File: src/rtl/ftc_pkg.sv
// Shared package for the flow table traffic counter.
// Holds protocol constants, the flow key and link types, counter types and
// the saturating arithmetic helpers. No dependencies.
`default_nettype none

package ftc_pkg;

  // Default flow table depth
  localparam int unsigned FLOW_ENTRIES_DEF = 64;

  // Protocol and ether type codes
  localparam logic [7:0]  PROTO_TCP    = 8'd6;
  localparam logic [7:0]  PROTO_UDP    = 8'd17;
  localparam logic [15:0] L2_TYPE_IPV4 = 16'h0800;
  localparam logic [15:0] L2_TYPE_IPV6 = 16'h86DD;

  localparam logic [31:0] CNT_MAX = 32'hFFFF_FFFF;

  // Controller states
  typedef enum logic [1:0] {
    ST_IDLE,
    ST_WALK,
    ST_PEND
  } ftc_state_t;

  // Five-tuple key, as stored in each table cell
  typedef struct packed {
    logic [31:0] src_addr;
    logic [31:0] dst_addr;
    logic [15:0] src_l4;
    logic [15:0] dst_l4;
    logic [7:0]  protocol;
  } ftc_key_t;

  // Lookup token handed from cell to cell
  typedef struct packed {
    logic tok;
    logic hit;
  } ftc_link_t;

  // Running counters
  typedef struct packed {
    logic [31:0] flows_total;
    logic [31:0] flows_tcp;
    logic [31:0] flows_udp;
    logic [31:0] packets_total;
    logic [31:0] packets_tcp;
    logic [31:0] packets_udp;
    logic [31:0] bytes_tcp;
    logic [31:0] bytes_udp;
  } ftc_counts_t;

  // Saturating increment
  function automatic logic [31:0] sat_inc(input logic [31:0] v);
    return (v == CNT_MAX) ? v : v + 32'd1;
  endfunction

  // Saturating add of a frame length
  function automatic logic [31:0] sat_add(input logic [31:0] v, input logic [15:0] a);
    logic [32:0] s;
    s = {1'b0, v} + {17'b0, a};
    return s[32] ? CNT_MAX : s[31:0];
  endfunction

endpackage

`default_nettype wire

File: src/rtl/ftc_cell.sv
// One flow table cell: holds one five-tuple entry, compares it with the
// broadcast key as the lookup token passes, and forwards the token. Uses ftc_pkg.
`default_nettype none

module ftc_cell #(
  parameter int unsigned FLOW_ENTRIES = ftc_pkg::FLOW_ENTRIES_DEF,
  parameter int unsigned CELL_IDX     = 0
) (
  input  wire                                       clk,
  input  wire                                       rst_n,
  input  wire ftc_pkg::ftc_key_t                    key,
  input  wire                                       wr_en,
  input  wire [$clog2(FLOW_ENTRIES + 1) - 1:0]      fill,
  input  wire ftc_pkg::ftc_link_t                   link_in,
  output ftc_pkg::ftc_link_t                        link_out
);
  import ftc_pkg::*;

  localparam int unsigned FILL_W = $clog2(FLOW_ENTRIES + 1);

  ftc_key_t  entry_r;
  ftc_link_t link_r;
  logic      occupied;
  logic      match;

  // Entries fill from the bottom and are never freed
  assign occupied = (fill > FILL_W'(CELL_IDX));
  assign match    = occupied && (entry_r == key);

  // Entry store: written once, when this cell is the lowest free one
  always_ff @(posedge clk) begin
    if (wr_en && (fill == FILL_W'(CELL_IDX))) begin
      entry_r <= key;
    end
  end

  // Token stage
  always_ff @(posedge clk) begin
    if (!rst_n) begin
      link_r <= '0;
    end else begin
      link_r.tok <= link_in.tok;
      link_r.hit <= link_in.tok & (link_in.hit | match);
    end
  end

  assign link_out = link_r;

endmodule

`default_nettype wire

File: config.mk
export PLATFORM = sky130hd
export DESIGN_NAME = ftc_cell
export DESIGN_NICKNAME = d
export VERILOG_FILES = /design/src/rtl/ftc_pkg.sv /design/src/rtl/ftc_cell.sv
export SDC_FILE = /design/constraint.sdc
export NUM_CORES = 1
export LEC_CHECK = 0
export ABC_AREA = 0
export BUFFER_PORTS_ARGS = -buffer_cell sky130_fd_sc_hd__clkbuf_2
export CORE_MARGIN = 2
export CORE_UTILIZATION = 45
export DETAILED_ROUTE_END_ITERATION = 10
export GPL_TIMING_DRIVEN = 0
export PLACE_DENSITY = 0.78
export SETUP_SLACK_MARGIN = 0.02
export SLEW_MARGIN = 20
export SYNTH_ARGS = -nofsm -noshare
export SYNTH_HDL_FRONTEND = slang
export SYNTH_SLANG_ARGS = --single-unit
File: constraint.sdc
create_clock -name clk -period 3.6 [get_ports clk]
set_input_delay 0.18 -clock clk [delete_from_list [all_inputs] [get_ports clk]]
set_output_delay 0.18 -clock clk [all_outputs]
set_load 0.05 [all_outputs]
==> impl_metrics.py, run 1 <==
metrics = {
    "status": {
        "status": "completed",
    },
    "grt": {
        "antenna_found_initial": 0,
        "grt_pass1_vias": 2795,
        "gr-total-overflow": 0,
        "grt_usage_pct": 16.9,
        "grt_max_degree": 56,
        "grt_pass1_wl_um": 13100,
    },
    "finish": {
        "fillers": 736,
        "final_cell_count_no_fill": 566,
        "final_cell_mix": "117 x clkbuf_2, 104 x edfxtp_1, 103 x xnor2_1, 52 x dlygate4sd3_1, 27 x nand4_1",
        "syn_to_final_growth_pct": 33.4,
        "design_area_mm2": 0.00581,
        "fin_nets": 549,
        "drive_gt1_share_pct": 31.1,
        "final_common_cell": "clkbuf_2",
        "n_antenna_cell": 0,
    },
    "route": {
        "drc": 0,
        "via_per_inst": 4.74,
        "drt-wirelength-per-cell_um": 15.1,
        "drtIter0Drc": 78,
        "drtPass1Iterations": 4,
        "ant_nets": 0,
        "routed_wl_um": 8540,
        "dr_total_vias": 2684,
    },
    "floorplanning": {
        "rows": 35,
        "fp.dieArea_mm2": 0.0105,
        "ios": 118,
        "start_util_pct": 46.7,
        "core_mm2": 0.00933,
        "die_y_um": 102,
        "fp.dieW_um": 102,
    },
    "logic_synthesis": {
        "synth_seq_area_share_pct": 72.6,
        "yosys_warnings": 0,
        "synth_seq_cells": 106,
        "synth_compound_area_share_pct": 0.201,
        "synth-xor-area-share_pct": 21.1,
        "postSynthCellCount": 252,
        "synth-adder-area-share_pct": 0,
        "syn_avg_cell_area_um2": 17.3,
        "ys_types": 15,
        "synth-simple-area-share_pct": 6.17,
        "synth_nets": 368,
        "synth_mux_area_share_pct": 0,
        "synth_area_mm2": 0.00436,
        "synth_top_family_by_area": "XOR/XNOR gates",
    },
    "sta": {
        "finalSetupViolations": 0,
        "period_needed_ns": 1.95,
        "worst_slack_ns": 1.65,
        "clock_skew_ns": 0.0125,
        "rsz0062_at_grt": "no",
        "fin_crit_sh_pct": 54.3,
        "tns_ns": 0,
        "slew_headroom_pct": 54.0,
        "drv_slew": 0,
        "tightest_slew_ns": 0.690,
        "max_freq_mhz": 512,
        "hold_viol_final": 0,
    },
    "clock_network": {
        "clk-insertion-delay-late_ns": 0.36,
        "post_cts_buffers": 0,
        "clk_pin_slew_ns": 0.11,
        "htreeDepth": 3,
        "cts_buffers": 9,
        "cts_tree": "yes",
        "cts-root-buf": "clkbuf_8",
        "clockBufferDepth": 2,
        "clock_sinks": 106,
    },
    "min_path": {
        "hold_class": "input pin to flop",
        "hold_start": "key[47]",
        "whs_endpoint": "entry_r[47]",
        "min_delay_path_depth": 1,
    },
    "place": {
        "dpl-instance-area_mm2": 0.00514,
        "hpwl_um": 5830,
        "dp_slack_ns": 1.24,
        "dpl.cell_count": 499,
        "place_congestion": 0.725,
        "io_buffer_count": 117,
    },
    "setup_path": {
        "cp-start-kind": "input pin",
        "crit_required_ns": 3.64,
        "crit_path_end_kind": "flop",
        "crit_chain": "clkbuf_2 -> or4_4 -> nor4_4 -> and2_4 -> buf_16",
        "cpPeakStageDelay_ns": 0.63,
        "rr_endpoint": "link_out[0]",
        "cp_slowest_cell": "and2_4",
        "crit_family": "simple AND/OR/NAND/NOR gates",
        "rr_worst_depth": 5,
        "cp.arrival_ns": 1.99,
        "r2r-start": "entry_r[43]",
        "critical_path_class": "input pin to flop",
        "r2r_slack_ns": 2.05,
        "path_buf_inv": 2,
        "path_max_fanout": 55,
    },
    "power_and_ir_drop": {
        "leakage_nw": 2.00,
        "ir_worst_vdd_mv": 0.341,
        "finalPower_mw": 2.20,
        "powerDensity_mw_per_mm2": 378,
    },
    "job": {
        "max_cap_violations": 0,
    },
}
[timing repair]
| item | 4_1_cts | 5_1_grt |
|---|---|---|
| hold buffers | 50 | 2 |
| endpoints found under the hold margin | 50 | 2 |
| resized for setup | 0 | 0 |
[cell families (layout without fill, tap and decap cells)]
group,after synthesis,in the layout
flops,106,106
xor+xnor,104,104
simple gates,41,41
compound gates,1,1
buf+inv,0,185
[area by class of cell]
class                   instances  area, µm²  share of cell area, %
multi-input cells             146       1200                   20.6
repair buffers                170       1130                   19.5
clock inverters                 6       33.8                  0.581
flip-flops and latches        106       3160                   54.4
well taps                     129        161                   2.78
clock buffers                   9        124                   2.13
[flip-flops by register name, indices dropped and copies added, names as in the netlist]
name / count
link_out: 2
entry_r: 104
[synthesized netlist by cell type, drive strengths merged]
cell	count	area [µm²]
edfxtp	104	3120
xnor2	104	918
nand4	27	169
nor4	6	52.6
and2	2	13.8
dfxtp	2	40.0
nor3	2	10.0
nand2	1	3.75
nand3	1	5.00
nor2	1	3.75
o2bb2ai	1	8.76
or4	1	11.3
[power breakdown]
| group | total (mW) | internal (mW) | switching (mW) |
|---|---|---|---|
| clock | 0.629 | 0.244 | 0.386 |
| combinational | 0.210 | 0.127 | 0.0829 |
| sequential | 1.36 | 1.36 | 0.00225 |
| total | 2.20 | 1.73 | 0.471 |
[metrics by stage]
stage	hold slack, ns	utilization [%]
global route	0.000252	62.3
detailed placement	0.387	55.1
global placement	0.386	54.8
finish	0.0189	62.3
floorplan	0.279	-
CTS	0.000163	62.1
[layer usage]
| layer | wire length [µm] | GRT usage, % |
|---|---|---|
| met1 | 3530 | 19.9 |
| met3 | 296 | 4.17 |
| met4 | 172 | 7.69 |
| met5 | 0 | 0 |
| met2 | 4540 | 29.3 |
[worst reg2reg max path: cells and delay by family (launching register included)]
kind / cells / cell delay, ns
simple gates: 3 / 0.75
flops: 1 / 0.40
compound gates: 1 / 0.17
xor+xnor: 1 / 0.15
[how the worst max path moves through the flow]
stage                        from          end  cells past startpoint
after detailed placement  fill[1]  entry_r[44]                      5
final                     fill[1]  entry_r[93]                      5
after global placement    fill[1]  entry_r[87]                      4
after floorplan           fill[1]   entry_r[0]                      3
after global routing      fill[1]  entry_r[23]                      5
after CTS                 fill[1]  entry_r[87]                      5
Note: power is estimated with default switching activity, not from simulation.
==> inputs of run 2 (changes only) <==
--- a/config.mk
+++ b/config.mk
@@ -11,7 +11,7 @@
 export CORE_UTILIZATION = 45
 export DETAILED_ROUTE_END_ITERATION = 10
 export GPL_TIMING_DRIVEN = 0
-export PLACE_DENSITY = 0.78
+export PLACE_DENSITY = 0.75
 export SETUP_SLACK_MARGIN = 0.02
 export SLEW_MARGIN = 20
 export SYNTH_ARGS = -nofsm -noshare
==> constraint.sdc (replaced) <==
create_clock -name clk -period 1.8 [get_ports clk]
set_input_delay 0.09 -clock clk [delete_from_list [all_inputs] [get_ports clk]]
set_output_delay 0.09 -clock clk [all_outputs]
set_load 0.05 [all_outputs]
==> run 2 against run 1 <==
  * The flow now stops in clock tree synthesis (4_1_cts)
  * Synthesized cell count unchanged
  * Area after synthesis is the same
==> impl_metrics.py, run 2 <==
metrics = {
    "status": {
        "status": "aborted with a tool error",
        "lastStage": "clock tree synthesis (4_1_cts)",
        "tool.error": "[ERROR RSZ-0060] Max buffer count reached.",
    },
    "logic_synthesis": {
        "synth_nets": 368,
        "synth_edf_count": 104,
        "synth_compound_area_share_pct": 0.201,
        "synth_seq_cells": 106,
        "ys_top_cells_by_count": "104 x edfxtp_1, 103 x xnor2_1, 27 x nand4_1, 5 x nor4_1",
        "postSynthCellCount": 252,
        "ys.flop_type": "edfxtp_1",
        "synth_seq_area_share_pct": 72.6,
        "yosys_warnings": 0,
        "synth_top_family_by_area": "XOR/XNOR gates",
        "synth_area_mm2": 0.00436,
        "yosys.area.top_type_share_pct": 71.6,
        "synth.area.top_cells": "edfxtp_1 72%, xnor2_1 21%, nand4_1 3.9%",
        "ys_types": 15,
        "synth-adder-area-share_pct": 0,
        "syn_avg_cell_area_um2": 17.3,
        "synth_mux_area_share_pct": 0,
        "async_reset_ff_share_pct": 0,
        "yosysMostFrequentCell": "edfxtp_1",
        "synth-xor-area-share_pct": 21.1,
        "synth-simple-area-share_pct": 6.17,
        "synth_area_leader_cell": "edfxtp_1",
    },
    "place": {
        "place_congestion": 0.774,
        "dpl-instance-area_mm2": 0.00515,
        "hpwl_um": 5920,
        "io_buffer_count": 117,
    },
    "clock_network": {
        "clockBufferDepth": 2,
        "cts-root-buf": "clkbuf_8",
        "hold_buffers": 104,
        "cts_buffers": 9,
        "cts_resized": 0,
        "post_cts_buffers": 0,
        "htreeDepth": 3,
        "clock_sinks": 106,
    },
    "floorplanning": {
        "rows": 35,
        "start_util_pct": 46.7,
        "die_y_um": 102,
        "fp.dieW_um": 102,
        "ios": 118,
    },
}
## run 2: stage by stage
| step | setup slack [ns] | setup TNS (ns) | hold slack (ns) | instances |
|---|---|---|---|---|
| global placement | -0.608 | -62.85 | 0.296 | 498 |
| detailed placement | -0.260 | -18.70 | 0.298 | 500 |
| floorplan | -0.209 | -21.77 | 0.189 | 252 |
## run 2: logic make-up after synthesis
logic type                count (synthesis)
xor gates and xnor gates                104
and+or+nand+nor                          41
AOI/OAI and AO/OA                         1
DFF                                     106
==> inputs of run 3 (changes only) <==
--- a/config.mk
+++ b/config.mk
@@ -8,11 +8,10 @@
 export ABC_AREA = 0
 export BUFFER_PORTS_ARGS = -buffer_cell sky130_fd_sc_hd__clkbuf_2
 export CORE_MARGIN = 2
-export CORE_UTILIZATION = 45
+export CORE_UTILIZATION = 30
 export DETAILED_ROUTE_END_ITERATION = 10
 export GPL_TIMING_DRIVEN = 0
-export PLACE_DENSITY = 0.75
-export SETUP_SLACK_MARGIN = 0.02
+export PLACE_DENSITY_LB_ADDON = 0.15
 export SLEW_MARGIN = 20
 export SYNTH_ARGS = -nofsm -noshare
 export SYNTH_HDL_FRONTEND = slang
==> run 3 against run 2 <==
  * The run now ends clean
==> impl_metrics.py, run 3 (synthesis results as in run 1) <==
metrics = {
    "status": {
        "status": "completed",
    },
    "grt": {
        "use_met3_pct": 3.87,
        "grt_pass1_vias": 3070,
        "gr-total-overflow": 0,
        "met2_usage_pct": 20.3,
        "grt-busiest-layer": "met2",
        "grt_usage_pct": 12.3,
        "grt_pass1_wl_um": 15100,
        "grt_max_degree": 57,
        "antenna_found_initial": 0,
        "met1_usage_pct": 15.4,
    },
    "setup_path": {
        "cpPeakStageDelay_ns": 0.53,
        "cp.arrival_ns": 1.65,
        "crit_path_end_kind": "flop",
        "crit_chain": "clkbuf_2 -> or4_4 -> nor4_4 -> and2_4 -> buf_16",
        "cp-start-kind": "input pin",
        "cp_slowest_cell": "or4_4",
        "crit_required_ns": 1.82,
        "path_max_fanout": 56,
        "critical_path_class": "input pin to flop",
    },
    "place": {
        "dpl-instance-area_mm2": 0.00520,
        "place_congestion": 0.707,
        "io_buffer_count": 117,
        "dpl.cell_count": 554,
        "hpwl_um": 5930,
    },
    "min_path": {
        "hold_class": "input pin to flop",
    },
    "sta": {
        "tightest_slew_ns": 0.483,
        "period_needed_ns": 1.63,
        "slew_headroom_pct": 67.6,
        "rsz0062_at_grt": "no",
        "finalSetupViolations": 0,
        "fin_crit_sh_pct": 90.5,
        "hold_viol_final": 0,
        "drv_slew": 0,
        "max_freq_mhz": 614,
        "tns_ns": 0,
        "clock_skew_ns": 0.00538,
        "whs_ns": 0.103,
    },
    "finish": {
        "fin_nets": 607,
        "final_cell_mix": "117 x clkbuf_2, 107 x dlygate4sd3_1, 104 x edfxtp_1, 103 x xnor2_1, 27 x nand4_1",
        "regMostFlops": "entry_r",
        "drive_gt1_share_pct": 27.7,
        "multi_input_area_mm2": 0.00122,
        "fillers": 1285,
        "regArea_mm2": 0.00316,
        "largest_register_ffs": 104,
        "syn_to_final_growth_pct": 50.4,
        "n_antenna_cell": 0,
        "final_common_cell": "clkbuf_2",
        "design_area_mm2": 0.00656,
        "final_cell_count_no_fill": 679,
        "utilization_pct": 45.6,
    },
    "floorplanning": {
        "fp.dieArea_mm2": 0.0155,
        "rows": 44,
        "die_y_um": 125,
        "start_util_pct": 30.3,
        "ios": 118,
        "core_mm2": 0.0144,
        "fp.dieW_um": 125,
    },
    "job": {
        "max_cap_violations": 0,
    },
    "route": {
        "routed_wl_um": 9170,
        "via_per_inst": 4.14,
        "dr_total_vias": 2809,
        "drtPass1Iterations": 4,
        "drc": 0,
        "drtIter0Drc": 183,
        "ant_nets": 0,
        "drt-wirelength-per-cell_um": 13.5,
    },
    "clock_network": {
        "clk-insertion-delay-late_ns": 0.35,
        "cts_buffers": 9,
        "clk_pin_slew_ns": 0.07,
        "cts_tree": "yes",
        "cts-root-buf": "clkbuf_16",
        "clockBufferDepth": 2,
        "htreeDepth": 3,
        "clock_sinks": 106,
    },
    "power_and_ir_drop": {
        "ir_worst_vdd_mv": 0.556,
        "powerDensity_mw_per_mm2": 760,
        "leakage_nw": 2.28,
    },
}
-- run 3: through the flow --
step	total power, mW	worst slack (ns)
2_1_floorplan	2.91	-0.209
3_3_place_gp	3.09	-0.673
5_1_grt	5.18	0.0703
3_5_place_dp	3.10	-0.504
4_1_cts	5.07	0.0424
6_report	4.98	0.171
-- run 3: power breakdown --
group          switching, mW  internal [mW]  leakage (nW)  total (mW)
Sequential           0.00411           2.72         0.951        2.72
Combinational          0.181          0.331          1.21       0.512
Clock                  0.835          0.912         0.119        1.75
-- run 3: what timing repair did --
item	in CTS	in global routing
pin swaps	1	1
hold buffers	107	0
hold endpoints to repair	106	0
setup endpoints to repair	56	55
resized for setup	0	2
setup buffers	0	1
gates cloned	1	1
-- run 3: area by class of cell --
class	instances	share of cell area (%)
clock buffers	10	3.49
multi-input cells	148	18.6
clock inverters	5	0.343
well taps	184	3.51
repair buffers	226	25.8
flip-flops and latches	106	48.2
-- run 3: per-layer routing --
layer / wire, µm / up-vias
met5: 0 / -
met4: 126 / 0
met3: 366 / 11
met2: 4560 / 54
met1: 4120 / 1323
li1: - / 1421
-- run 3: final timing paths --
| kind | startpoint | to | slack [ns] | cells after the start |
|---|---|---|---|---|
| worst max-delay path | fill[1] | entry_r[32] | 0.17 | 5 |
| worst min-delay path | rst_n | link_out[0] | 0.10 | 3 |
| worst max register to register | entry_r[39] | link_out[0] | 0.24 | 5 |
| worst min register to register | entry_r[85] | link_out[0] | 0.69 | 5 |
-- run 3: critical path: cells and delay by family --
family                 cells  cell delay (ns)
AND/OR/NAND/NOR            3             1.17
buffers and inverters      2             0.35
