File: config.mk
export PLATFORM = sky130hd
export DESIGN_NAME = ftc_ctrl_flat
export DESIGN_NICKNAME = d
export VERILOG_FILES = /design/src/rtl/ftc_pkg.sv /design/src/rtl/ftc_stream_ifs.sv /design/src/rtl/ftc_ctrl.sv /design/src/flat_wrapper.sv
export SDC_FILE = /design/constraint.sdc
export NUM_CORES = 1
export LEC_CHECK = 0
export BUFFER_PORTS_ARGS = -buffer_cell sky130_fd_sc_hd__buf_2
export CAP_MARGIN = 20
export CORE_UTILIZATION = 40
export DETAILED_ROUTE_END_ITERATION = 12
export GPL_TIMING_DRIVEN = 0
export PLACE_DENSITY_LB_ADDON = 0.3
export SLEW_MARGIN = 20
export SYNTH_ARGS = -nofsm -noshare
export SYNTH_HDL_FRONTEND = slang
export SYNTH_SLANG_ARGS = --single-unit
File: constraint.sdc
create_clock -name clk -period 18.4 [get_ports clk]
set_input_delay 1.84 -clock clk [delete_from_list [all_inputs] [get_ports clk]]
set_output_delay 1.84 -clock clk [all_outputs]
set_load 0.03 [all_outputs]
File: src/rtl/ftc_pkg.sv
// Shared package for the flow table traffic counter.
// Holds protocol constants, the flow key and link types, counter types and
// the saturating arithmetic helpers. No dependencies.
`default_nettype none

package ftc_pkg;

  // Default flow table depth
  localparam int unsigned FLOW_ENTRIES_DEF = 64;

  // Protocol and ether type codes
  localparam logic [7:0]  PROTO_TCP    = 8'd6;
  localparam logic [7:0]  PROTO_UDP    = 8'd17;
  localparam logic [15:0] L2_TYPE_IPV4 = 16'h0800;
  localparam logic [15:0] L2_TYPE_IPV6 = 16'h86DD;

  localparam logic [31:0] CNT_MAX = 32'hFFFF_FFFF;

  // Controller states
  typedef enum logic [1:0] {
    ST_IDLE,
    ST_WALK,
    ST_PEND
  } ftc_state_t;

  // Five-tuple key, as stored in each table cell
  typedef struct packed {
    logic [31:0] src_addr;
    logic [31:0] dst_addr;
    logic [15:0] src_l4;
    logic [15:0] dst_l4;
    logic [7:0]  protocol;
  } ftc_key_t;

  // Lookup token handed from cell to cell
  typedef struct packed {
    logic tok;
    logic hit;
  } ftc_link_t;

  // Running counters
  typedef struct packed {
    logic [31:0] flows_total;
    logic [31:0] flows_tcp;
    logic [31:0] flows_udp;
    logic [31:0] packets_total;
    logic [31:0] packets_tcp;
    logic [31:0] packets_udp;
    logic [31:0] bytes_tcp;
    logic [31:0] bytes_udp;
  } ftc_counts_t;

  // Saturating increment
  function automatic logic [31:0] sat_inc(input logic [31:0] v);
    return (v == CNT_MAX) ? v : v + 32'd1;
  endfunction

  // Saturating add of a frame length
  function automatic logic [31:0] sat_add(input logic [31:0] v, input logic [15:0] a);
    logic [32:0] s;
    s = {1'b0, v} + {17'b0, a};
    return s[32] ? CNT_MAX : s[31:0];
  endfunction

endpackage

`default_nettype wire

File: src/rtl/ftc_stream_ifs.sv
// Valid/ready channel interfaces: packet header requests in, counter results out.
// Uses no package.
`default_nettype none

interface ftc_in_if;
  logic        valid;
  logic        ready;
  logic [15:0] l2_type;
  logic [7:0]  ip_protocol;
  logic [31:0] src_addr;
  logic [31:0] dst_addr;
  logic [15:0] src_l4;
  logic [15:0] dst_l4;
  logic [15:0] frame_length;

  modport source (
    output valid, l2_type, ip_protocol, src_addr, dst_addr, src_l4, dst_l4,
           frame_length,
    input  ready
  );
  modport sink (
    input  valid, l2_type, ip_protocol, src_addr, dst_addr, src_l4, dst_l4,
           frame_length,
    output ready
  );
endinterface

interface ftc_out_if;
  logic        valid;
  logic        ready;
  logic        flow_added;
  logic        table_full;
  logic [31:0] flows_total;
  logic [31:0] flows_tcp;
  logic [31:0] flows_udp;
  logic [31:0] packets_total;
  logic [31:0] packets_tcp;
  logic [31:0] packets_udp;
  logic [31:0] bytes_tcp;
  logic [31:0] bytes_udp;

  modport source (
    output valid, flow_added, table_full, flows_total, flows_tcp, flows_udp,
           packets_total, packets_tcp, packets_udp, bytes_tcp, bytes_udp,
    input  ready
  );
  modport sink (
    input  valid, flow_added, table_full, flows_total, flows_tcp, flows_udp,
           packets_total, packets_tcp, packets_udp, bytes_tcp, bytes_udp,
    output ready
  );
endinterface

`default_nettype wire

File: src/rtl/ftc_ctrl.sv
// Controller: takes header requests, updates packet/byte/flow counters, launches
// the lookup token into the cell chain and registers results. Uses ftc_pkg and
// the channel interfaces.
`default_nettype none

module ftc_ctrl #(
  parameter int unsigned FLOW_ENTRIES = ftc_pkg::FLOW_ENTRIES_DEF
) (
  input  wire                                  clk,
  input  wire                                  rst_n,
  ftc_in_if.sink                               in_chan,
  ftc_out_if.source                            out_chan,
  output ftc_pkg::ftc_key_t                    key,
  output ftc_pkg::ftc_link_t                   chain_head,
  input  wire ftc_pkg::ftc_link_t              chain_tail,
  output logic                                 wr_en,
  output logic [$clog2(FLOW_ENTRIES + 1) - 1:0] fill
);
  import ftc_pkg::*;

  localparam int unsigned FILL_W = $clog2(FLOW_ENTRIES + 1);

  ftc_state_t          state_r, state_nxt;
  ftc_counts_t         cnt_r, cnt_nxt;
  ftc_counts_t         res_r;
  ftc_key_t            key_r, key_nxt;
  logic [FILL_W - 1:0] fill_r, fill_nxt;
  logic                tcp_r, tcp_nxt;
  logic                launch_r, launch_nxt;
  logic                made_r, made_nxt;
  logic                full_r, full_nxt;
  logic                out_valid_r;
  logic                flow_added_r, table_full_r;
  logic                load;
  logic                is_tcp, is_udp, ip_ok;

  // Header decode
  assign is_tcp = (in_chan.ip_protocol == PROTO_TCP);
  assign is_udp = (in_chan.ip_protocol == PROTO_UDP);
  assign ip_ok  = (in_chan.l2_type == L2_TYPE_IPV4) ||
                  (in_chan.l2_type == L2_TYPE_IPV6);

  // Next state, counters and strobes
  always_comb begin
    state_nxt  = state_r;
    cnt_nxt    = cnt_r;
    key_nxt    = key_r;
    fill_nxt   = fill_r;
    tcp_nxt    = tcp_r;
    launch_nxt = 1'b0;
    made_nxt   = made_r;
    full_nxt   = full_r;
    wr_en      = 1'b0;
    load       = 1'b0;
    case (state_r)
      ST_IDLE: begin
        if (in_chan.valid) begin
          key_nxt.src_addr = in_chan.src_addr;
          key_nxt.dst_addr = in_chan.dst_addr;
          key_nxt.src_l4   = in_chan.src_l4;
          key_nxt.dst_l4   = in_chan.dst_l4;
          key_nxt.protocol = in_chan.ip_protocol;
          tcp_nxt  = is_tcp;
          made_nxt = 1'b0;
          full_nxt = 1'b0;
          cnt_nxt.packets_total = sat_inc(cnt_r.packets_total);
          if (is_tcp) begin
            cnt_nxt.packets_tcp = sat_inc(cnt_r.packets_tcp);
          end
          if (is_udp) begin
            cnt_nxt.packets_udp = sat_inc(cnt_r.packets_udp);
          end
          if ((is_tcp || is_udp) && ip_ok) begin
            if (is_tcp) begin
              cnt_nxt.bytes_tcp = sat_add(cnt_r.bytes_tcp, in_chan.frame_length);
            end else begin
              cnt_nxt.bytes_udp = sat_add(cnt_r.bytes_udp, in_chan.frame_length);
            end
            launch_nxt = 1'b1;
            state_nxt  = ST_WALK;
          end else begin
            state_nxt = ST_PEND;
          end
        end
      end
      ST_WALK: begin
        // token has left the last cell: hit is final
        if (chain_tail.tok) begin
          if (!chain_tail.hit) begin
            if (fill_r == FILL_W'(FLOW_ENTRIES)) begin
              full_nxt = 1'b1;
            end else begin
              wr_en    = 1'b1;
              fill_nxt = fill_r + FILL_W'(1);
              made_nxt = 1'b1;
              cnt_nxt.flows_total = sat_inc(cnt_r.flows_total);
              if (tcp_r) begin
                cnt_nxt.flows_tcp = sat_inc(cnt_r.flows_tcp);
              end else begin
                cnt_nxt.flows_udp = sat_inc(cnt_r.flows_udp);
              end
            end
          end
          state_nxt = ST_PEND;
        end
      end
      ST_PEND: begin
        if (!out_valid_r || out_chan.ready) begin
          load      = 1'b1;
          state_nxt = ST_IDLE;
        end
      end
      default: state_nxt = ST_IDLE;
    endcase
  end

  // Control state
  always_ff @(posedge clk) begin
    if (!rst_n) begin
      state_r     <= ST_IDLE;
      cnt_r       <= '0;
      fill_r      <= '0;
      launch_r    <= 1'b0;
      out_valid_r <= 1'b0;
    end else begin
      state_r  <= state_nxt;
      cnt_r    <= cnt_nxt;
      fill_r   <= fill_nxt;
      launch_r <= launch_nxt;
      if (load) begin
        out_valid_r <= 1'b1;
      end else if (out_chan.ready) begin
        out_valid_r <= 1'b0;
      end
    end
  end

  // Request payload and result registers
  always_ff @(posedge clk) begin
    key_r  <= key_nxt;
    tcp_r  <= tcp_nxt;
    made_r <= made_nxt;
    full_r <= full_nxt;
    if (load) begin
      res_r        <= cnt_r;
      flow_added_r <= made_r;
      table_full_r <= full_r;
    end
  end

  // Chain drive
  assign key             = key_r;
  assign chain_head.tok  = launch_r;
  assign chain_head.hit  = 1'b0;
  assign fill            = fill_r;

  // Channel drive
  assign in_chan.ready          = (state_r == ST_IDLE);
  assign out_chan.valid         = out_valid_r;
  assign out_chan.flow_added    = flow_added_r;
  assign out_chan.table_full    = table_full_r;
  assign out_chan.flows_total   = res_r.flows_total;
  assign out_chan.flows_tcp     = res_r.flows_tcp;
  assign out_chan.flows_udp     = res_r.flows_udp;
  assign out_chan.packets_total = res_r.packets_total;
  assign out_chan.packets_tcp   = res_r.packets_tcp;
  assign out_chan.packets_udp   = res_r.packets_udp;
  assign out_chan.bytes_tcp     = res_r.bytes_tcp;
  assign out_chan.bytes_udp     = res_r.bytes_udp;

endmodule

`default_nettype wire

File: src/flat_wrapper.sv
// flat-port wrapper written by rule: the top's interface ports become plain ports
module ftc_ctrl_flat import ftc_pkg::*;
#(
  parameter int unsigned FLOW_ENTRIES = ftc_pkg::FLOW_ENTRIES_DEF
)
  (clk, rst_n, key, chain_head, chain_tail, wr_en, fill, in_chan_valid, in_chan_l2_type, in_chan_ip_protocol, in_chan_src_addr, in_chan_dst_addr, in_chan_src_l4, in_chan_dst_l4, in_chan_frame_length, in_chan_ready, out_chan_valid, out_chan_flow_added, out_chan_table_full, out_chan_flows_total, out_chan_flows_tcp, out_chan_flows_udp, out_chan_packets_total, out_chan_packets_tcp, out_chan_packets_udp, out_chan_bytes_tcp, out_chan_bytes_udp, out_chan_ready);
  ftc_in_if in_chan_i ();
  ftc_out_if out_chan_i ();
  input  wire clk;
  input  wire rst_n;
  output ftc_pkg::ftc_key_t key;
  output ftc_pkg::ftc_link_t chain_head;
  input  wire ftc_pkg::ftc_link_t chain_tail;
  output logic wr_en;
  output logic [$clog2(FLOW_ENTRIES + 1) - 1:0] fill;
  input wire logic [$bits(in_chan_i.valid)-1:0] in_chan_valid;
  input wire logic [$bits(in_chan_i.l2_type)-1:0] in_chan_l2_type;
  input wire logic [$bits(in_chan_i.ip_protocol)-1:0] in_chan_ip_protocol;
  input wire logic [$bits(in_chan_i.src_addr)-1:0] in_chan_src_addr;
  input wire logic [$bits(in_chan_i.dst_addr)-1:0] in_chan_dst_addr;
  input wire logic [$bits(in_chan_i.src_l4)-1:0] in_chan_src_l4;
  input wire logic [$bits(in_chan_i.dst_l4)-1:0] in_chan_dst_l4;
  input wire logic [$bits(in_chan_i.frame_length)-1:0] in_chan_frame_length;
  output wire logic [$bits(in_chan_i.ready)-1:0] in_chan_ready;
  output wire logic [$bits(out_chan_i.valid)-1:0] out_chan_valid;
  output wire logic [$bits(out_chan_i.flow_added)-1:0] out_chan_flow_added;
  output wire logic [$bits(out_chan_i.table_full)-1:0] out_chan_table_full;
  output wire logic [$bits(out_chan_i.flows_total)-1:0] out_chan_flows_total;
  output wire logic [$bits(out_chan_i.flows_tcp)-1:0] out_chan_flows_tcp;
  output wire logic [$bits(out_chan_i.flows_udp)-1:0] out_chan_flows_udp;
  output wire logic [$bits(out_chan_i.packets_total)-1:0] out_chan_packets_total;
  output wire logic [$bits(out_chan_i.packets_tcp)-1:0] out_chan_packets_tcp;
  output wire logic [$bits(out_chan_i.packets_udp)-1:0] out_chan_packets_udp;
  output wire logic [$bits(out_chan_i.bytes_tcp)-1:0] out_chan_bytes_tcp;
  output wire logic [$bits(out_chan_i.bytes_udp)-1:0] out_chan_bytes_udp;
  input wire logic [$bits(out_chan_i.ready)-1:0] out_chan_ready;
  assign in_chan_i.valid = in_chan_valid;
  assign in_chan_i.l2_type = in_chan_l2_type;
  assign in_chan_i.ip_protocol = in_chan_ip_protocol;
  assign in_chan_i.src_addr = in_chan_src_addr;
  assign in_chan_i.dst_addr = in_chan_dst_addr;
  assign in_chan_i.src_l4 = in_chan_src_l4;
  assign in_chan_i.dst_l4 = in_chan_dst_l4;
  assign in_chan_i.frame_length = in_chan_frame_length;
  assign in_chan_ready = in_chan_i.ready;
  assign out_chan_valid = out_chan_i.valid;
  assign out_chan_flow_added = out_chan_i.flow_added;
  assign out_chan_table_full = out_chan_i.table_full;
  assign out_chan_flows_total = out_chan_i.flows_total;
  assign out_chan_flows_tcp = out_chan_i.flows_tcp;
  assign out_chan_flows_udp = out_chan_i.flows_udp;
  assign out_chan_packets_total = out_chan_i.packets_total;
  assign out_chan_packets_tcp = out_chan_i.packets_tcp;
  assign out_chan_packets_udp = out_chan_i.packets_udp;
  assign out_chan_bytes_tcp = out_chan_i.bytes_tcp;
  assign out_chan_bytes_udp = out_chan_i.bytes_udp;
  assign out_chan_i.ready = out_chan_ready;
  ftc_ctrl #(.FLOW_ENTRIES(FLOW_ENTRIES)) u_core (.clk(clk), .rst_n(rst_n), .in_chan(in_chan_i), .out_chan(out_chan_i), .key(key), .chain_head(chain_head), .chain_tail(chain_tail), .wr_en(wr_en), .fill(fill));
endmodule
==> results.txt, run 1 <==
Worst Skew - 34.8 ps
cts repair resizes - 0
Iter 0 DRT Violations - 800
endpoints failing setup - 0
Worst EP required - 16560 ps
Post-synth EDFFs - 365
Die Y - 250 um
hold_ws - 429 ps
Reg area - 16300 um^2
vias in the first global route - 17300
Slew @ Worst Pin - 938 ps
gate count after technology mapping - 1973
net load switching power - 0.734 mW
TritonCTS clock tree - done
first-pass GRT wire length - 96900 um
max_slew headroom - 37.5%
cell mode on critical path - buf_2
Cell Pwr Density - 103 nW/um^2
crit path cell chain - buf_2 > nand4bb_4 > a31oi_1 > buf_2 > buf_2
RSZ-0062 raised after global routing - false
top cell type's share of synthesized area - 44.5%
Final #Nets - 2751
critical path fanouts, max - 10
Yosys Warn Count - 0
final worst slack - 13290 ps
kind of critical path - input port to output port
post-CTS setup buffers - 0
# H-tree levels - 3
leakage - 11.9 nW
filler instances - 5326
wire per inst - 18.8 um
Unique masters post-synth - 87
Synth Area per Inst - 12.5 um^2
crit share post-route - 27.8%
number of buffers inserted by hold repair at cts - 0
Synth area leader - edfxtp_1
root buf cell - clkbuf_16
Setup TNS - 0 ps
Die X-Extent - 250 um
#FFs+latches synth - 632
Crit path depth - 5
Async SR Flop Fraction - 0%
DRT antenna net count - 0
pre-CTS setup slack - 13260 ps
CP Capture Type - output port
GPL Wtd Cong - 0.891
GRT Resource Usage Total - 19.9%
minimum clock period - 5110 ps
later-pin clock latency in the skew report - 610 ps
Vias/cell - 5.20
Hold Path Stages - 0
WHS Endpoint - u_core.out_chan.flow_added
r2r endpoint - u_core.cnt_r[47]
total power - 3.18 mW
initial core utilization - 40.7%
Critical-path top delay cell - nand4bb_4
Detail Placement HPWL - 47700 um
Top delay family on crit path - buffers and inverters
worst hold-check path type - flip-flop to flip-flop
final hold violations - 0
Internal - 2.45 mW
clock buffer count from CTS - 67
layout cell share with drive strength beyond 1 - 26.1%
R2R Setup Slk - 15070 ps
synthesized area - 24700 um^2
Seq/Total Area, Yosys - 66.1%
clk sinks - 632
First-pass DRT Iterations - 6
Main synth FF type - edfxtp_1
run status - finished, final reports clean
num ports - 516
# DRC - 0
die area - 62600 um^2
worst path bufs/invs - 3
largest net degree at the start of global routing - 87
clk buf depth - 3
Reg power frac - 48.7%
hold_sp - u_core.made_r
maximum vdd drop - 0.0674 mV
clock slew at reported path FFs - 60 ps
most numerous cell in the Yosys netlist - edfxtp_1
Switching Share - 23.1%
area grow syn2layout - 25.1%
slowest stage delay, CP - 350 ps
Worst Path Arrival - 3270 ps
Slew Viols, Final - 0
synth cell count leaders - edfxtp_1, dfxtp_1, nor2_1, xor2_1, a21oi_1
CORE AREA - 60600 um^2
worst reg2reg path depth - 9
number of diodes - 0
Port Buffers - 513
R2R Path Start - u_core.cnt_r[32]
f_max - 0.196 GHz
Setup crit start kind - input port
site row count - 90
Clk pwr share - 44.5%
initial antenna violation count - 3
Max-Cap Viols - 0
WL final - 63900 um
via count - 17700
area of the multi-input gates - 7890 um^2
proportion of power drawn by combinational gates - 6.7%
syn nets - 2157
GRT overflow - 0
ranking of synthesized cells by area - edfxtp_1, dfxtp_1, xor2_1, xnor2_1, nor2_1
-- cells in the final DEF (no fill, tap or decap), drive strengths merged, types with 4 or more instances in the layout --
cell | synthesis | final
a21o | 11 | 11
or2 | 6 | 6
xnor2 | 95 | 95
buf | 18 | 543
dfxtp | 267 | 267
nor3 | 46 | 46
o211ai | 12 | 12
a21boi | 4 | 4
and4 | 34 | 34
nand2b | 6 | 6
nor2 | 199 | 199
nand4 | 67 | 67
nand3 | 73 | 73
ha | 40 | 40
o21ai | 88 | 88
and2 | 30 | 30
and3 | 46 | 46
nor4 | 28 | 28
nand2 | 94 | 94
o311a | 5 | 5
bufinv | 0 | 11
nor4b | 4 | 4
o21bai | 5 | 5
nor2b | 5 | 5
o21a | 4 | 4
a21oi | 100 | 100
mux2i | 4 | 4
edfxtp | 365 | 365
a211o | 4 | 4
a31oi | 24 | 24
clkinv | 1 | 27
clkbuf | 48 | 129
or3 | 35 | 35
a211oi | 9 | 9
xor2 | 102 | 102
o2111ai | 4 | 4
inv | 47 | 52
-- how the worst max path moves through the flow --
stage	from	slack, ps	endpoint
after floorplan	out_chan_ready	4970	u_core.out_chan.bytes_tcp[0]
after global placement	out_chan_ready	310	u_core.out_chan.flows_total[10]
after detailed placement	chain_tail[0]	13260	wr_en
after CTS	chain_tail[0]	13270	wr_en
after global routing	chain_tail[0]	13200	wr_en
final	chain_tail[0]	13290	wr_en
-- metrics by stage --
stage,utilization (%),area (um^2),std cells
finish,50.9,30800,3404
global route,50.9,30800,3404
CTS,50.9,30800,3404
detailed placement,47.0,28500,3280
global placement,46.5,28200,3268
floorplan,-,24700,1973
-- sequential cells by signal (all words and copies together), names as in the netlist, 2 cells and up --
| signal | cells |
|---|---|
| u_core.out_chan.bytes_tcp | 32 |
| u_core.key | 104 |
| u_core.state_r | 2 |
| u_core.out_chan.flows_udp | 32 |
| u_core.out_chan.flows_tcp | 32 |
| u_core.out_chan.bytes_udp | 32 |
| u_core.out_chan.packets_total | 32 |
| u_core.out_chan.packets_tcp | 32 |
| u_core.out_chan.flows_total | 32 |
| u_core.cnt_r | 256 |
| u_core.out_chan.packets_udp | 32 |
| u_core.fill | 7 |
-- power groups by stage --
| stage | Sequential, mW | Combinational, mW | Clock [mW] |
|---|---|---|---|
| floorplan | 1.68 | 0.0426 | 0 |
| global placement | 1.61 | 0.200 | 0 |
| CTS | 1.55 | 0.216 | 1.45 |
| finish | 1.55 | 0.213 | 1.42 |
| detailed placement | 1.58 | 0.216 | 0 |
| global route | 1.55 | 0.225 | 1.51 |
-- layer usage --
| metal | vias to the layer above | track usage (%) | part of all wire, % |
|---|---|---|---|
| met5 | - | 0 | 0.019 |
| met4 | 2 | 7.98 | 3.3 |
| met2 | 580 | 35.3 | 51 |
| met1 | 8514 | 22.9 | 40 |
| met3 | 126 | 4.67 | 6.3 |
| li1 | 8470 | - | - |
-- kinds of logic (layout without fill, tap and decap cells) --
kind of cell	Yosys count	count (layout)	share of synthesized area [%]
AO/OA/AOI/OAI	292	292	7.27
XOR/XNOR	197	197	7.00
adder cells (fa/ha/maj)	42	42	2.19
buffers and inverters	114	763	1.89
flip-flops	632	632	66.1
multiplexers	4	4	0.162
other	1	1	0.0152
AND/OR/NAND/NOR	691	691	15.3
-- layout make-up --
type                            instances  area share, %
Sequential cell                       632           52.9
Multi-Input combinational cell       1227           25.6
Timing Repair Buffer                  525           9.27
Clock buffer                           81           5.77
Tap cell                              782           3.17
Clock inverter                         43           1.81
Buffer                                 66          0.925
Inverter                               48          0.600
(Power assumes the default switching activity.)
==> run 2: changes to the inputs <==
==> constraint.sdc (replaced) <==
create_clock -name clk -period 4.3 [get_ports clk]
set_input_delay 0.43 -clock clk [delete_from_list [all_inputs] [get_ports clk]]
set_output_delay 0.43 -clock clk [all_outputs]
set_load 0.03 [all_outputs]
==> run 2 against run 1 <==
Critical path depth up 4; combinational power increased to 4.7 times the previous value; clock power rose to 4.5 times the previous value; critical path type is now flip-flop to flip-flop; highest routed layer is now met4.
==> results.txt, run 2 (synthesized netlist as in run 1, its figures left out) <==
run status - finished, final reports clean
wire per inst - 20.2 um
hold_ws - 40.8 ps
kind of critical path - flip-flop to flip-flop
most frequent cells in the layout - buf_2, edfxtp_1, dfxtp_1
vias in the first global route - 17900
DRT antenna net count - 0
R2R Setup Slk - 1040 ps
Slew Viols, Final - 0
WL final - 70900 um
f_max - 0.307 GHz
minimum clock period - 3260 ps
first-pass GRT wire length - 105000 um
Final Cell Area - 32000 um^2
CP Capture Type - flip-flop
Worst Path Arrival - 3700 ps
register with the most flip-flops - u_core.cnt_r
Cell Pwr Density - 439 nW/um^2
Iter 0 DRT Violations - 900
RSZ-0062 raised after global routing - false
clock slew at reported path FFs - 60 ps
Final #Nets - 2849
Worst Skew - 28.2 ps
Die Y - 250 um
worst reg2reg path depth - 9
num ports - 516
First-pass DRT Iterations - 5
Die X-Extent - 250 um
Detail Placement HPWL - 51700 um
worst hold-check path type - input port to flip-flop
GRT Resource Usage Total - 22.0%
TritonCTS clock tree - done
commonest non-fill, non-tap cell in the layout - buf_2
GRT overflow - 0
final std cells w/o fill - 3507
Vias/cell - 5.18
max_slew headroom - 31.2%
critical path fanouts, max - 10
Setup crit start kind - flip-flop
die area - 62600 um^2
max FFs per register - 256
Worst EP required - 4740 ps
Max-Cap Viols - 0
later-pin clock latency in the skew report - 610 ps
end of the critical path - u_core.cnt_r[47]
filler instances - 5131
R2R Path Start - u_core.cnt_r[32]
cts repair resizes - 0
clock buffer count from CTS - 69
Slew @ Worst Pin - 1030 ps
clk sinks - 632
crit share post-route - 75.7%
Crit. Startpoint - u_core.cnt_r[32]
area grow syn2layout - 29.6%
leakage - 12.4 nW
site row count - 90
# DRC - 0
r2r endpoint - u_core.cnt_r[47]
initial core utilization - 40.7%
clk buf depth - 3
# H-tree levels - 3
Placed Area - 28500 um^2
root buf cell - clkbuf_16
layout cell share with drive strength beyond 1 - 25.5%
post-CTS setup buffers - 0
endpoints failing setup - 0
Port Buffers - 513
initial antenna violation count - 4
placed cells - 3280
largest net degree at the start of global routing - 79
maximum vdd drop - 0.251 mV
GPL Wtd Cong - 0.879
final hold violations - 0
via count - 18200
CORE AREA - 60600 um^2
==> run 2: worst min-delay path by stage <==
stage | from | to | cells after the start
after CTS | in_chan_dst_addr[27] | u_core.key[67] | 1
after floorplan | u_core.made_r | u_core.out_chan.flow_added | 0
after detailed placement | u_core.full_r | u_core.out_chan.table_full | 0
after global routing | in_chan_dst_addr[27] | u_core.key[67] | 1
after global placement | u_core.full_r | u_core.out_chan.table_full | 0
final | in_chan_dst_addr[27] | u_core.key[67] | 1
==> run 2: what timing repair did <==
action	in CTS	in global routing
hold buffers	96	0
endpoints found under the setup margin	0	0
endpoints found under the hold margin	96	0
==> run 2: worst max-delay path: stages, from the launching register on <==
cell,delay (ps)
dfxtp_1,350
ha_1,220
fa_1,460
a211oi_2,300
and4bb_1,220
a211o_1,310
a211o_1,390
nand2_2,220
clkbuf_1,470
a31oi_1,170
==> run 2: report_power, final <==
| group | internal, mW | total, mW | leakage [nW] | switching, mW |
|---|---|---|---|---|
| registers | 6.59 | 6.65 | 5.76 | 0.0619 |
| clock network | 3.86 | 6.37 | 1.21 | 2.52 |
| logic | 0.296 | 0.999 | 5.39 | 0.703 |
| total | 10.7 | 14.0 | 12.4 | 3.28 |
==> run 2: through the flow <==
stage	TNS, ps	power [mW]	setup slack (ps)	utilization (%)
3_3_place_gp	-559750	7.68	-2190	46.6
3_5_place_dp	0	7.71	830	47.1
4_1_cts	0	14.2	1040	52.7
2_1_floorplan	-129820	7.31	-503	-
5_1_grt	0	14.5	965	52.7
6_report	0	14.0	1040	52.8
==> run 2: layout make-up <==
class | instances | area [um^2] | share of cell area (%)
diodes | 4 | 10.0 | 0.0313
clock inverters | 46 | 623 | 1.95
repair buffers | 621 | 3810 | 11.9
flip-flops and latches | 632 | 16300 | 51.0
multi-input cells | 1227 | 7900 | 24.7
clock buffers | 81 | 1860 | 5.81
inverters | 48 | 185 | 0.579
well taps | 782 | 978 | 3.06
plain buffers | 66 | 292 | 0.912
==> run 2: per-layer routing <==
metal  wire length, um  up-vias  GRT usage, %
met5                 0        -             0
met4              2780        0          9.94
met3              5010      120          5.59
met2             35100      617          38.3
met1             28000     8762          25.4
li1                  -     8657             -
